===== src/hdl/lsah_pkg.sv =====
// ============================================================================
// lsah_pkg
// Shared types and constants of the limit switch averaging block: run modes,
// control states, configuration register indexes and reset values.
// ============================================================================
`default_nettype none

package lsah_pkg;

	// Field widths
	localparam int SAMPLE_BITS_DEF = 12;
	localparam int THRESH_BITS     = 12;
	localparam int COUNT_BITS      = 8;
	localparam int CFG_INDEX_BITS  = 2;
	localparam int CFG_DATA_BITS   = 12;

	// Configuration register indexes
	localparam logic [CFG_INDEX_BITS-1:0] CFG_RELEASE = 2'd0;
	localparam logic [CFG_INDEX_BITS-1:0] CFG_PRESS   = 2'd1;
	localparam logic [CFG_INDEX_BITS-1:0] CFG_WINDOW  = 2'd2;

	// Register reset values
	localparam logic [THRESH_BITS-1:0] RELEASE_RST = 12'd2500;
	localparam logic [THRESH_BITS-1:0] PRESS_RST   = 12'd1000;
	localparam logic [COUNT_BITS-1:0]  WINDOW_RST  = 8'd50;

	// Run mode reported on the mode output
	typedef enum logic [1:0] {
		MODE_CALIB = 2'd0,
		MODE_SWEEP = 2'd1,
		MODE_STOP  = 2'd2
	} mode_t;

	// Top level control
	typedef enum logic [1:0] {
		ST_IDLE,
		ST_CALC,
		ST_PUB
	} state_t;

	// Mean unit phases
	typedef enum logic [2:0] {
		PH_IDLE,
		PH_MUL,
		PH_LOAD,
		PH_DIV,
		PH_DONE
	} phase_t;

endpackage

`default_nettype wire


===== src/hdl/lsah_mean.sv =====
// ============================================================================
// lsah_mean
// Running mean update (old*n + x)/(n+1), truncated. Shift-add multiply, one
// count bit per cycle, then restoring divide, one quotient bit per cycle.
// ============================================================================
`default_nettype none

module lsah_mean #(
	parameter int SAMPLE_BITS = lsah_pkg::SAMPLE_BITS_DEF
) (
	input  wire logic                            clk,
	input  wire logic                            arst_n,
	input  wire logic                            start,
	input  wire logic [SAMPLE_BITS-1:0]          old_mean,
	input  wire logic [SAMPLE_BITS-1:0]          sample,
	input  wire logic [lsah_pkg::COUNT_BITS-1:0] count,
	output logic                                 done,
	output logic [SAMPLE_BITS-1:0]               mean
);

	localparam int NB = lsah_pkg::COUNT_BITS;
	localparam int DW = NB + 1;                 // divisor n+1
	localparam int PW = SAMPLE_BITS + NB + 1;   // old*n + x
	localparam int CW = $clog2(SAMPLE_BITS);

	lsah_pkg::phase_t phase_q, phase_d;
	logic [CW-1:0]          cnt_q;
	logic [PW-1:0]          prod_q;
	logic [PW-1:0]          mcand_q;
	logic [NB-1:0]          mplier_q;
	logic [DW-1:0]          div_q;
	logic [DW-1:0]          rem_q;
	logic [SAMPLE_BITS-1:0] low_q;
	logic [DW:0]            trial;
	logic [DW:0]            diff;
	logic                   ge;

	// Phase sequencing
	always_comb begin
		phase_d = phase_q;
		case (phase_q)
			lsah_pkg::PH_IDLE: begin
				if (start) phase_d = lsah_pkg::PH_MUL;
			end
			lsah_pkg::PH_MUL: begin
				if (cnt_q == CW'(NB - 1)) phase_d = lsah_pkg::PH_LOAD;
			end
			lsah_pkg::PH_LOAD: begin
				phase_d = lsah_pkg::PH_DIV;
			end
			lsah_pkg::PH_DIV: begin
				if (cnt_q == CW'(SAMPLE_BITS - 1)) phase_d = lsah_pkg::PH_DONE;
			end
			lsah_pkg::PH_DONE: begin
				phase_d = lsah_pkg::PH_IDLE;
			end
			default: begin
				phase_d = lsah_pkg::PH_IDLE;
			end
		endcase
	end

	always_ff @(posedge clk or negedge arst_n) begin
		if (!arst_n) begin
			phase_q <= lsah_pkg::PH_IDLE;
			cnt_q   <= '0;
		end else begin
			phase_q <= phase_d;
			if (phase_d != phase_q) cnt_q <= '0;
			else cnt_q <= cnt_q + CW'(1);
		end
	end

	// Restoring divide step: partial remainder stays below the divisor
	assign trial = {rem_q, low_q[SAMPLE_BITS-1]};
	assign diff  = trial - (DW + 1)'(div_q);
	assign ge    = (trial >= (DW + 1)'(div_q));

	// Datapath shift registers
	always_ff @(posedge clk) begin
		case (phase_q)
			lsah_pkg::PH_IDLE: begin
				if (start) begin
					prod_q   <= PW'(sample);
					mcand_q  <= PW'(old_mean);
					mplier_q <= count;
					div_q    <= DW'(count) + DW'(1);
				end
			end
			lsah_pkg::PH_MUL: begin
				if (mplier_q[0]) prod_q <= prod_q + mcand_q;
				mcand_q  <= mcand_q << 1;
				mplier_q <= mplier_q >> 1;
			end
			lsah_pkg::PH_LOAD: begin
				rem_q <= prod_q[PW-1:SAMPLE_BITS];
				low_q <= prod_q[SAMPLE_BITS-1:0];
			end
			lsah_pkg::PH_DIV: begin
				rem_q <= ge ? diff[DW-1:0] : trial[DW-1:0];
				low_q <= {low_q[SAMPLE_BITS-2:0], ge};
			end
			default: begin
			end
		endcase
	end

	assign done = (phase_q == lsah_pkg::PH_DONE);
	assign mean = low_q;

endmodule

`default_nettype wire


===== src/hdl/limit_switch_average_hysteresis.sv =====
// ============================================================================
// limit_switch_average_hysteresis
// Averages the security and calibration switch lines over a window, applies
// hysteresis to each mean and supervises the calibrate/sweep/stop mode.
// ============================================================================
// Usage:
//  - Input channel (in_valid/in_ready) carries one sample pair plus the
//    positioned and start_calibration bits. Output channel (out_valid/
//    out_ready) returns one result per input transfer: mode, both flags,
//    window_done, trip and both running means.
//  - An item passes from input transfer to out_valid through a shift-add
//    multiply by the count, one bit per cycle, a load step, a restoring
//    divide by count+1, one quotient bit per cycle, a commit step and the
//    fill of the output register. Both lines run in parallel units. One item
//    is in flight at a time; a new input is taken only after the previous
//    result has been loaded into the output register.
//  - Configuration: cfg_write with cfg_index/cfg_data writes a register;
//    write only while no item is in flight.
//  - Reset clears the means, count, flags and mode (calibrating) and loads
//    the default thresholds and window.
//  - When the receiver stalls, the result holds in the output register; one
//    more item may be taken and computed, and it then waits until the held
//    transfer completes before the next input is taken.
//  - Safety stop latches until reset.
// ============================================================================
`default_nettype none

module limit_switch_average_hysteresis #(
	parameter int SAMPLE_BITS = lsah_pkg::SAMPLE_BITS_DEF
) (
	input  wire logic                                clk,
	input  wire logic                                arst_n,
	// configuration
	input  wire logic                                cfg_write,
	input  wire logic [lsah_pkg::CFG_INDEX_BITS-1:0] cfg_index,
	input  wire logic [lsah_pkg::CFG_DATA_BITS-1:0]  cfg_data,
	// input channel
	input  wire logic                                in_valid,
	output logic                                     in_ready,
	input  wire logic [SAMPLE_BITS-1:0]              security_sample,
	input  wire logic [SAMPLE_BITS-1:0]              calib_sample,
	input  wire logic                                positioned,
	input  wire logic                                start_calibration,
	// output channel
	output logic                                     out_valid,
	input  wire logic                                out_ready,
	output logic [1:0]                               mode,
	output logic                                     security_ok,
	output logic                                     calib_ok,
	output logic                                     window_done,
	output logic                                     trip,
	output logic [SAMPLE_BITS-1:0]                   security_mean,
	output logic [SAMPLE_BITS-1:0]                   calib_mean
);

	localparam int NB   = lsah_pkg::COUNT_BITS;
	localparam int TB   = lsah_pkg::THRESH_BITS;
	localparam int CMPW = (SAMPLE_BITS > TB) ? SAMPLE_BITS : TB;

	// Configuration registers
	logic [TB-1:0] release_q;
	logic [TB-1:0] press_q;
	logic [NB-1:0] window_q;

	// Block state
	lsah_pkg::state_t state_q, state_d;
	lsah_pkg::mode_t  run_mode_q, mode_acc, mode_sec, mode_new;
	logic [NB-1:0]          sample_count_q;
	logic [SAMPLE_BITS-1:0] sec_avg_q, cal_avg_q;
	logic                   sec_flag_q, cal_flag_q;
	logic [NB-1:0]          n_q;
	logic                   positioned_q;
	logic                   done_q, trip_q;

	// Output register
	logic                   out_valid_q;
	lsah_pkg::mode_t        out_mode_q;
	logic                   out_sec_ok_q, out_cal_ok_q, out_done_q, out_trip_q;
	logic [SAMPLE_BITS-1:0] out_sec_mean_q, out_cal_mean_q;

	// Datapath
	logic                   in_xfer, load_out, commit;
	logic [NB-1:0]          win_eff, n_start, count_inc;
	logic                   win_hit;
	logic                   sec_done, cal_done;
	logic [SAMPLE_BITS-1:0] sec_new, cal_new;
	logic                   sec_flag_new, cal_flag_new;
	logic                   sec_pressed, cal_pressed, trip_new;

	// Configuration writes
	always_ff @(posedge clk or negedge arst_n) begin
		if (!arst_n) begin
			release_q <= lsah_pkg::RELEASE_RST;
			press_q   <= lsah_pkg::PRESS_RST;
			window_q  <= lsah_pkg::WINDOW_RST;
		end else if (cfg_write) begin
			case (cfg_index)
				lsah_pkg::CFG_RELEASE: release_q <= cfg_data[TB-1:0];
				lsah_pkg::CFG_PRESS:   press_q   <= cfg_data[TB-1:0];
				lsah_pkg::CFG_WINDOW:  window_q  <= cfg_data[NB-1:0];
				default: begin
				end
			endcase
		end
	end

	// Window bookkeeping; a zero window acts as one
	assign win_eff   = (window_q == '0) ? NB'(1) : window_q;
	assign n_start   = (sample_count_q >= win_eff) ? '0 : sample_count_q;
	assign count_inc = n_q + NB'(1);
	assign win_hit   = (count_inc >= win_eff);

	// start_calibration applies before the means update
	always_comb begin
		mode_acc = run_mode_q;
		if (start_calibration && run_mode_q != lsah_pkg::MODE_STOP)
			mode_acc = lsah_pkg::MODE_CALIB;
	end

	// Mean units, one per line, started together
	lsah_mean #(.SAMPLE_BITS(SAMPLE_BITS)) u_sec_mean (
		.clk      (clk),
		.arst_n   (arst_n),
		.start    (in_xfer),
		.old_mean (sec_avg_q),
		.sample   (security_sample),
		.count    (n_start),
		.done     (sec_done),
		.mean     (sec_new)
	);

	lsah_mean #(.SAMPLE_BITS(SAMPLE_BITS)) u_cal_mean (
		.clk      (clk),
		.arst_n   (arst_n),
		.start    (in_xfer),
		.old_mean (cal_avg_q),
		.sample   (calib_sample),
		.count    (n_start),
		.done     (cal_done),
		.mean     (cal_new)
	);

	// Hysteresis: release test first, press test wins
	always_comb begin
		sec_flag_new = sec_flag_q;
		cal_flag_new = cal_flag_q;
		sec_pressed  = 1'b0;
		cal_pressed  = 1'b0;
		if (win_hit) begin
			if (CMPW'(sec_new) > CMPW'(release_q)) sec_flag_new = 1'b1;
			if (CMPW'(sec_new) < CMPW'(press_q)) begin
				sec_flag_new = 1'b0;
				sec_pressed  = 1'b1;
			end
			if (CMPW'(cal_new) > CMPW'(release_q)) cal_flag_new = 1'b1;
			if (CMPW'(cal_new) < CMPW'(press_q)) begin
				cal_flag_new = 1'b0;
				cal_pressed  = 1'b1;
			end
		end
	end

	// Mode transitions: security line before calibration line
	always_comb begin
		trip_new = 1'b0;
		mode_sec = run_mode_q;
		if (sec_pressed && run_mode_q == lsah_pkg::MODE_SWEEP && positioned_q) begin
			mode_sec = lsah_pkg::MODE_STOP;
			trip_new = 1'b1;
		end
		mode_new = mode_sec;
		if (cal_pressed && mode_sec == lsah_pkg::MODE_CALIB)
			mode_new = lsah_pkg::MODE_SWEEP;
	end

	// Control next state
	always_comb begin
		state_d  = state_q;
		in_ready = 1'b0;
		load_out = 1'b0;
		commit   = 1'b0;
		case (state_q)
			lsah_pkg::ST_IDLE: begin
				in_ready = 1'b1;
				if (in_valid) state_d = lsah_pkg::ST_CALC;
			end
			lsah_pkg::ST_CALC: begin
				if (sec_done) begin
					commit  = 1'b1;
					state_d = lsah_pkg::ST_PUB;
				end
			end
			lsah_pkg::ST_PUB: begin
				if (!out_valid_q || out_ready) begin
					load_out = 1'b1;
					state_d  = lsah_pkg::ST_IDLE;
				end
			end
			default: begin
				state_d = lsah_pkg::ST_IDLE;
			end
		endcase
	end

	assign in_xfer = in_valid && in_ready;

	// State update
	always_ff @(posedge clk or negedge arst_n) begin
		if (!arst_n) begin
			state_q        <= lsah_pkg::ST_IDLE;
			run_mode_q     <= lsah_pkg::MODE_CALIB;
			sample_count_q <= '0;
			sec_avg_q      <= '0;
			cal_avg_q      <= '0;
			sec_flag_q     <= 1'b0;
			cal_flag_q     <= 1'b0;
			out_valid_q    <= 1'b0;
		end else begin
			state_q <= state_d;
			if (in_xfer) run_mode_q <= mode_acc;
			if (commit) begin
				run_mode_q     <= mode_new;
				sample_count_q <= win_hit ? '0 : count_inc;
				sec_avg_q      <= sec_new;
				cal_avg_q      <= cal_new;
				sec_flag_q     <= sec_flag_new;
				cal_flag_q     <= cal_flag_new;
			end
			if (load_out) out_valid_q <= 1'b1;
			else if (out_ready) out_valid_q <= 1'b0;
		end
	end

	// Per-item payload
	always_ff @(posedge clk) begin
		if (in_xfer) begin
			n_q          <= n_start;
			positioned_q <= positioned;
		end
		if (commit) begin
			done_q <= win_hit;
			trip_q <= trip_new;
		end
		if (load_out) begin
			out_mode_q     <= run_mode_q;
			out_sec_ok_q   <= sec_flag_q;
			out_cal_ok_q   <= cal_flag_q;
			out_done_q     <= done_q;
			out_trip_q     <= trip_q;
			out_sec_mean_q <= sec_avg_q;
			out_cal_mean_q <= cal_avg_q;
		end
	end

	assign out_valid     = out_valid_q;
	assign mode          = out_mode_q;
	assign security_ok   = out_sec_ok_q;
	assign calib_ok      = out_cal_ok_q;
	assign window_done   = out_done_q;
	assign trip          = out_trip_q;
	assign security_mean = out_sec_mean_q;
	assign calib_mean    = out_cal_mean_q;

	// Checks
	a_stop_latched: assert property (@(posedge clk) disable iff (!arst_n)
		(run_mode_q == lsah_pkg::MODE_STOP) |=> (run_mode_q == lsah_pkg::MODE_STOP))
		else $error("safety stop left before reset");

	a_units_lockstep: assert property (@(posedge clk) disable iff (!arst_n)
		sec_done == cal_done)
		else $error("mean units out of step");

	a_trip_in_stop: assert property (@(posedge clk) disable iff (!arst_n)
		(out_valid && trip) |-> (mode == lsah_pkg::MODE_STOP))
		else $error("trip reported outside safety stop");

	a_no_accept_busy: assert property (@(posedge clk) disable iff (!arst_n)
		sec_done |-> !in_ready)
		else $error("input taken while mean units busy");

endmodule

`default_nettype wire


===== config.mk =====
export PLATFORM = sky130hd
export DESIGN_NAME = limit_switch_average_hysteresis
export DESIGN_NICKNAME = d
export VERILOG_FILES = /design/src/hdl/lsah_pkg.sv /design/src/hdl/lsah_mean.sv /design/src/hdl/limit_switch_average_hysteresis.sv
export SDC_FILE = /design/constraint.sdc
export NUM_CORES = 1
export LEC_CHECK = 0
export BUFFER_PORTS_ARGS = -buffer_cell sky130_fd_sc_hd__buf_4
export CORE_ASPECT_RATIO = 1.5
export CORE_MARGIN = 5
export CORE_UTILIZATION = 62
export CTS_BUF_LIST = sky130_fd_sc_hd__clkbuf_8
export CTS_CLUSTER_SIZE = 14
export DETAILED_ROUTE_END_ITERATION = 10
export PLACE_DENSITY = 0.78
export SLEW_MARGIN = 0
export SYNTH_ARGS = -nofsm -noshare
export SYNTH_HDL_FRONTEND = slang
export SYNTH_SLANG_ARGS = --single-unit

===== constraint.sdc =====
create_clock -name clk -period 3.8 [get_ports clk]
set_input_delay 0.76 -clock clk [delete_from_list [all_inputs] [get_ports clk]]
set_output_delay 0.76 -clock clk [all_outputs]
set_load 0.02 [all_outputs]

==> results.md <==
- Initial antenna violation count: 0
- RSZ-0062 raised after global routing: false
- FF-to-FF path depth: 15
- Post-CTS Setup Inserts: 0
- Mapped cell area: 0.0155 mm^2
- Total power: 12700 uW
- Final WL: 35.5 mm
- Syn Nets: ~1600
- Ys async rst share: 0.297
- Status: finished clean
- Register Area: about 0.0082 mm^2
- Tmin final: 3.48 ns
- Crit path max fanout: 5
- Sw Share: 0.373
- Fin Clk Skew: 0.0229 ns
- Antenna viol nets, final: 0
- FILL cells: 1808
- Final Hold Fails: 0
- DRC Markers: 0
- Die footprint: 0.0283 mm^2
- Crit Path Class: register to register
- Largest net degree at the start of global routing: 62
- EDFF count, synth: 201
- Logic gate share of total power: 0.400
- Primary FF master, synth: edfxtp_1
- Hold-fix buffers at CTS: 0
- Slowest stage delay, CP: around 0.41 ns
- Largest cells by area after synthesis: edfxtp_1, dfrtp_1, ha_1
- Pint: a little under 8000 uW
- Transition time of the tightest slew-check pin: 1.03 ns
- Final nets: 1695
- Gr ovfl total: 0
- Clock share of power: 0.203
- First DRT Iteration DRCs: 580
- Endpoints failing setup: 0
- Register area share after synthesis: 0.529
- Vias: ~11000
- Drt first pass iters: 5
- Distinct cells, synth: 67
- Multi-input logic area: 0.00678 mm^2
- Deepest clock path buffer count: 3
- Reg clk slew, reported paths: around 0.06 ns
- WP data required: 4.08 ns
- Routed vias/inst: 5.88
- Sequential power share: 0.397
- Cells after Synth: 1425
- CP endpoint kind: register
- Htree depth: 2
- Finished Layout Cells: 1885
- Die X: between 100 and 150 um
- Port bufs: 76
- Worst path depth: 15
- Final setup TNS: 0 ns
- CP cell instances: nor4_1 -> a41o_1 -> ha_1 -> nand2b_1 -> a221oi_2 -> o21bai_1 -> a211oi_2 -> o21bai_1 -> a21o_1 -> nor2_1 -> ha_1 -> and3_1 -> nand3_1 -> xnor2_1 -> nor2_1
- Post-DP HPWL: 26.1 mm
- Bufs and invs on worst path: 0
- Rel. slew slack: 0.310
- Hold_ws: roughly 0.3 ns
- Setup crit start kind: register
- Top post-synthesis cells by count: nand2_1, edfxtp_1, ha_1, o21ai_0, inv_1
- First-pass GRT wire length: 57.8 mm
- I/O pin cnt: 77
- Post-Place Cells: 1801
- Max-cap violations: 0
- CTS tree: built
- CTS root buf: clkbuf_8
- Tcrit/Tclk final: 0.916
- WL/cell: around 19 um
- Static Leak: between 0.007 and 0.008 uW
- Synth area leader: edfxtp_1
- Hold WC Path Type: input pin to async pin
- Routability Congestion: 0.928
- Yosys reg bits: 286
- Synth Area per Inst: 10.9 um^2
- Most common cell in the netlist: nand2_1
- CP arrival: 3.76 ns
- Vias in the first global route: 11436
- Initial Util: 0.631
- Share of cells above drive strength 1: 0.157
- CTS Buf Count: 45
- Yosys warning total: 0
- Clock sinks: 286
- Post-CTS Resized: 0
- Gr usage total: 0.252
- ANT cells: 0
- Worst VDD drop: 532 uV
- Slew Viols, Final: 0
- Die Y: 203 um
- Std cell rows: 70
- Top-area cell type share of the netlist area: 0.390
- Core Footprint: 0.0245 mm^2
- Critical path's slowest cell: dfrtp_1
- Fmax: approximately 290 MHz
- Switching pwr: about 4700 uW
- Worst skew pair latency: roughly 0.56 ns
- Crit-path leading delay family: compound AO/OA/AOI/OAI gates
- Pwr/cell area: 733 mW/mm^2
- Area delta synth->final: 11.9%
kinds of logic after synthesis:
| group | count (synthesis) | share of synthesized area |
|---|---|---|
| AOI/OAI and AO/OA | 286 | 0.120 |
| xor gates and xnor gates | 50 | 0.0283 |
| adders and majority gates | 127 | 0.105 |
| buffers and inverters | 133 | 0.0335 |
| DFF | 286 | 0.529 |
| muxes | 63 | 0.0447 |
| and+or+nand+nor | 480 | 0.140 |
metrics by stage:
step / worst slack (ns) / util / cell area, um^2
floorplan: 0.438 / - / 15500
global placement: 0.366 / 0.670 / 16400
detailed placement: 0.343 / 0.670 / 16400
CTS: 0.333 / 0.706 / 17300
global route: 0.0926 / 0.706 / 17300
finish: 0.319 / 0.706 / 17300
cell type report:
| cell class | instances | area share |
|---|---|---|
| Multi-Input combinational cell | 1006 | 0.392 |
| Clock buffer | 56 | 0.0445 |
| Tap cell | 324 | 0.0234 |
| Clock inverter | 28 | 0.00694 |
| Inverter | 90 | 0.0195 |
| Timing Repair Buffer | 95 | 0.0412 |
| Sequential cell | 286 | 0.473 |
sequential cells by signal, summed over array words and instances, names as in the netlist, 21 cells and up:
name,cells
u_sec_mean.prod_q,21
u_cal_mean.prod_q,21
u_sec_mean.mcand_q,21
u_cal_mean.mcand_q,21
routing by layer:
layer  routed length (um)  GRT usage  vias to the layer above
met5                    0          0                        -
met4                 1520      0.110                        0
met3                 1560     0.0373                       93
met2                18500      0.465                      298
met1                13900      0.288                     5371
li1                     -          -                     5330
power by group through the flow:
stage	clock network [uW]	logic, uW	registers [uW]
final	2580	5080	5040
after global routing	2780	5710	5110
after CTS	2620	5070	5030
after detailed placement	0	5030	5070
after global placement	0	4850	5060
after floorplan	0	3970	4830
path summary, 6_finish.rpt:
kind | start | endpoint | slack, ns
worst max-delay path | window_q[6] | u_cal_mean.div_q[6] | 0.32
max in group asynchronous | arst_n | window_q[4] | 2.71
worst max register to register | window_q[6] | u_cal_mean.div_q[6] | 0.32
min in group clk | positioned | positioned_q | 0.38
worst min-delay path | arst_n | u_sec_mean.cnt_q[3] | 0.30
worst min register to register | trip_q | trip | 0.42
placed cells by master (no fill, tap or decap), types with 6 or more instances in the layout:
cell type,instances
xnor2_1,26
clkbuf_8,56
a21o_1,29
nor2_1,72
edfxtp_1,201
clkinv_2,9
nand4_1,12
o22ai_1,6
ha_1,122
o21ai_0,91
inv_1,102
nand3_1,23
mux2_2,48
o211ai_1,8
a21oi_1,61
xor2_1,24
nor2b_1,15
o31ai_1,16
dfrtp_1,71
nor4_1,6
nor3_1,21
a31oi_1,8
nand2b_1,15
and3_1,28
o21bai_1,8
a211oi_1,9
nand2_1,253
dfstp_2,14
buf_4,95
o21a_1,9
mux2i_1,15
Power figures use the tool's default switching activity.
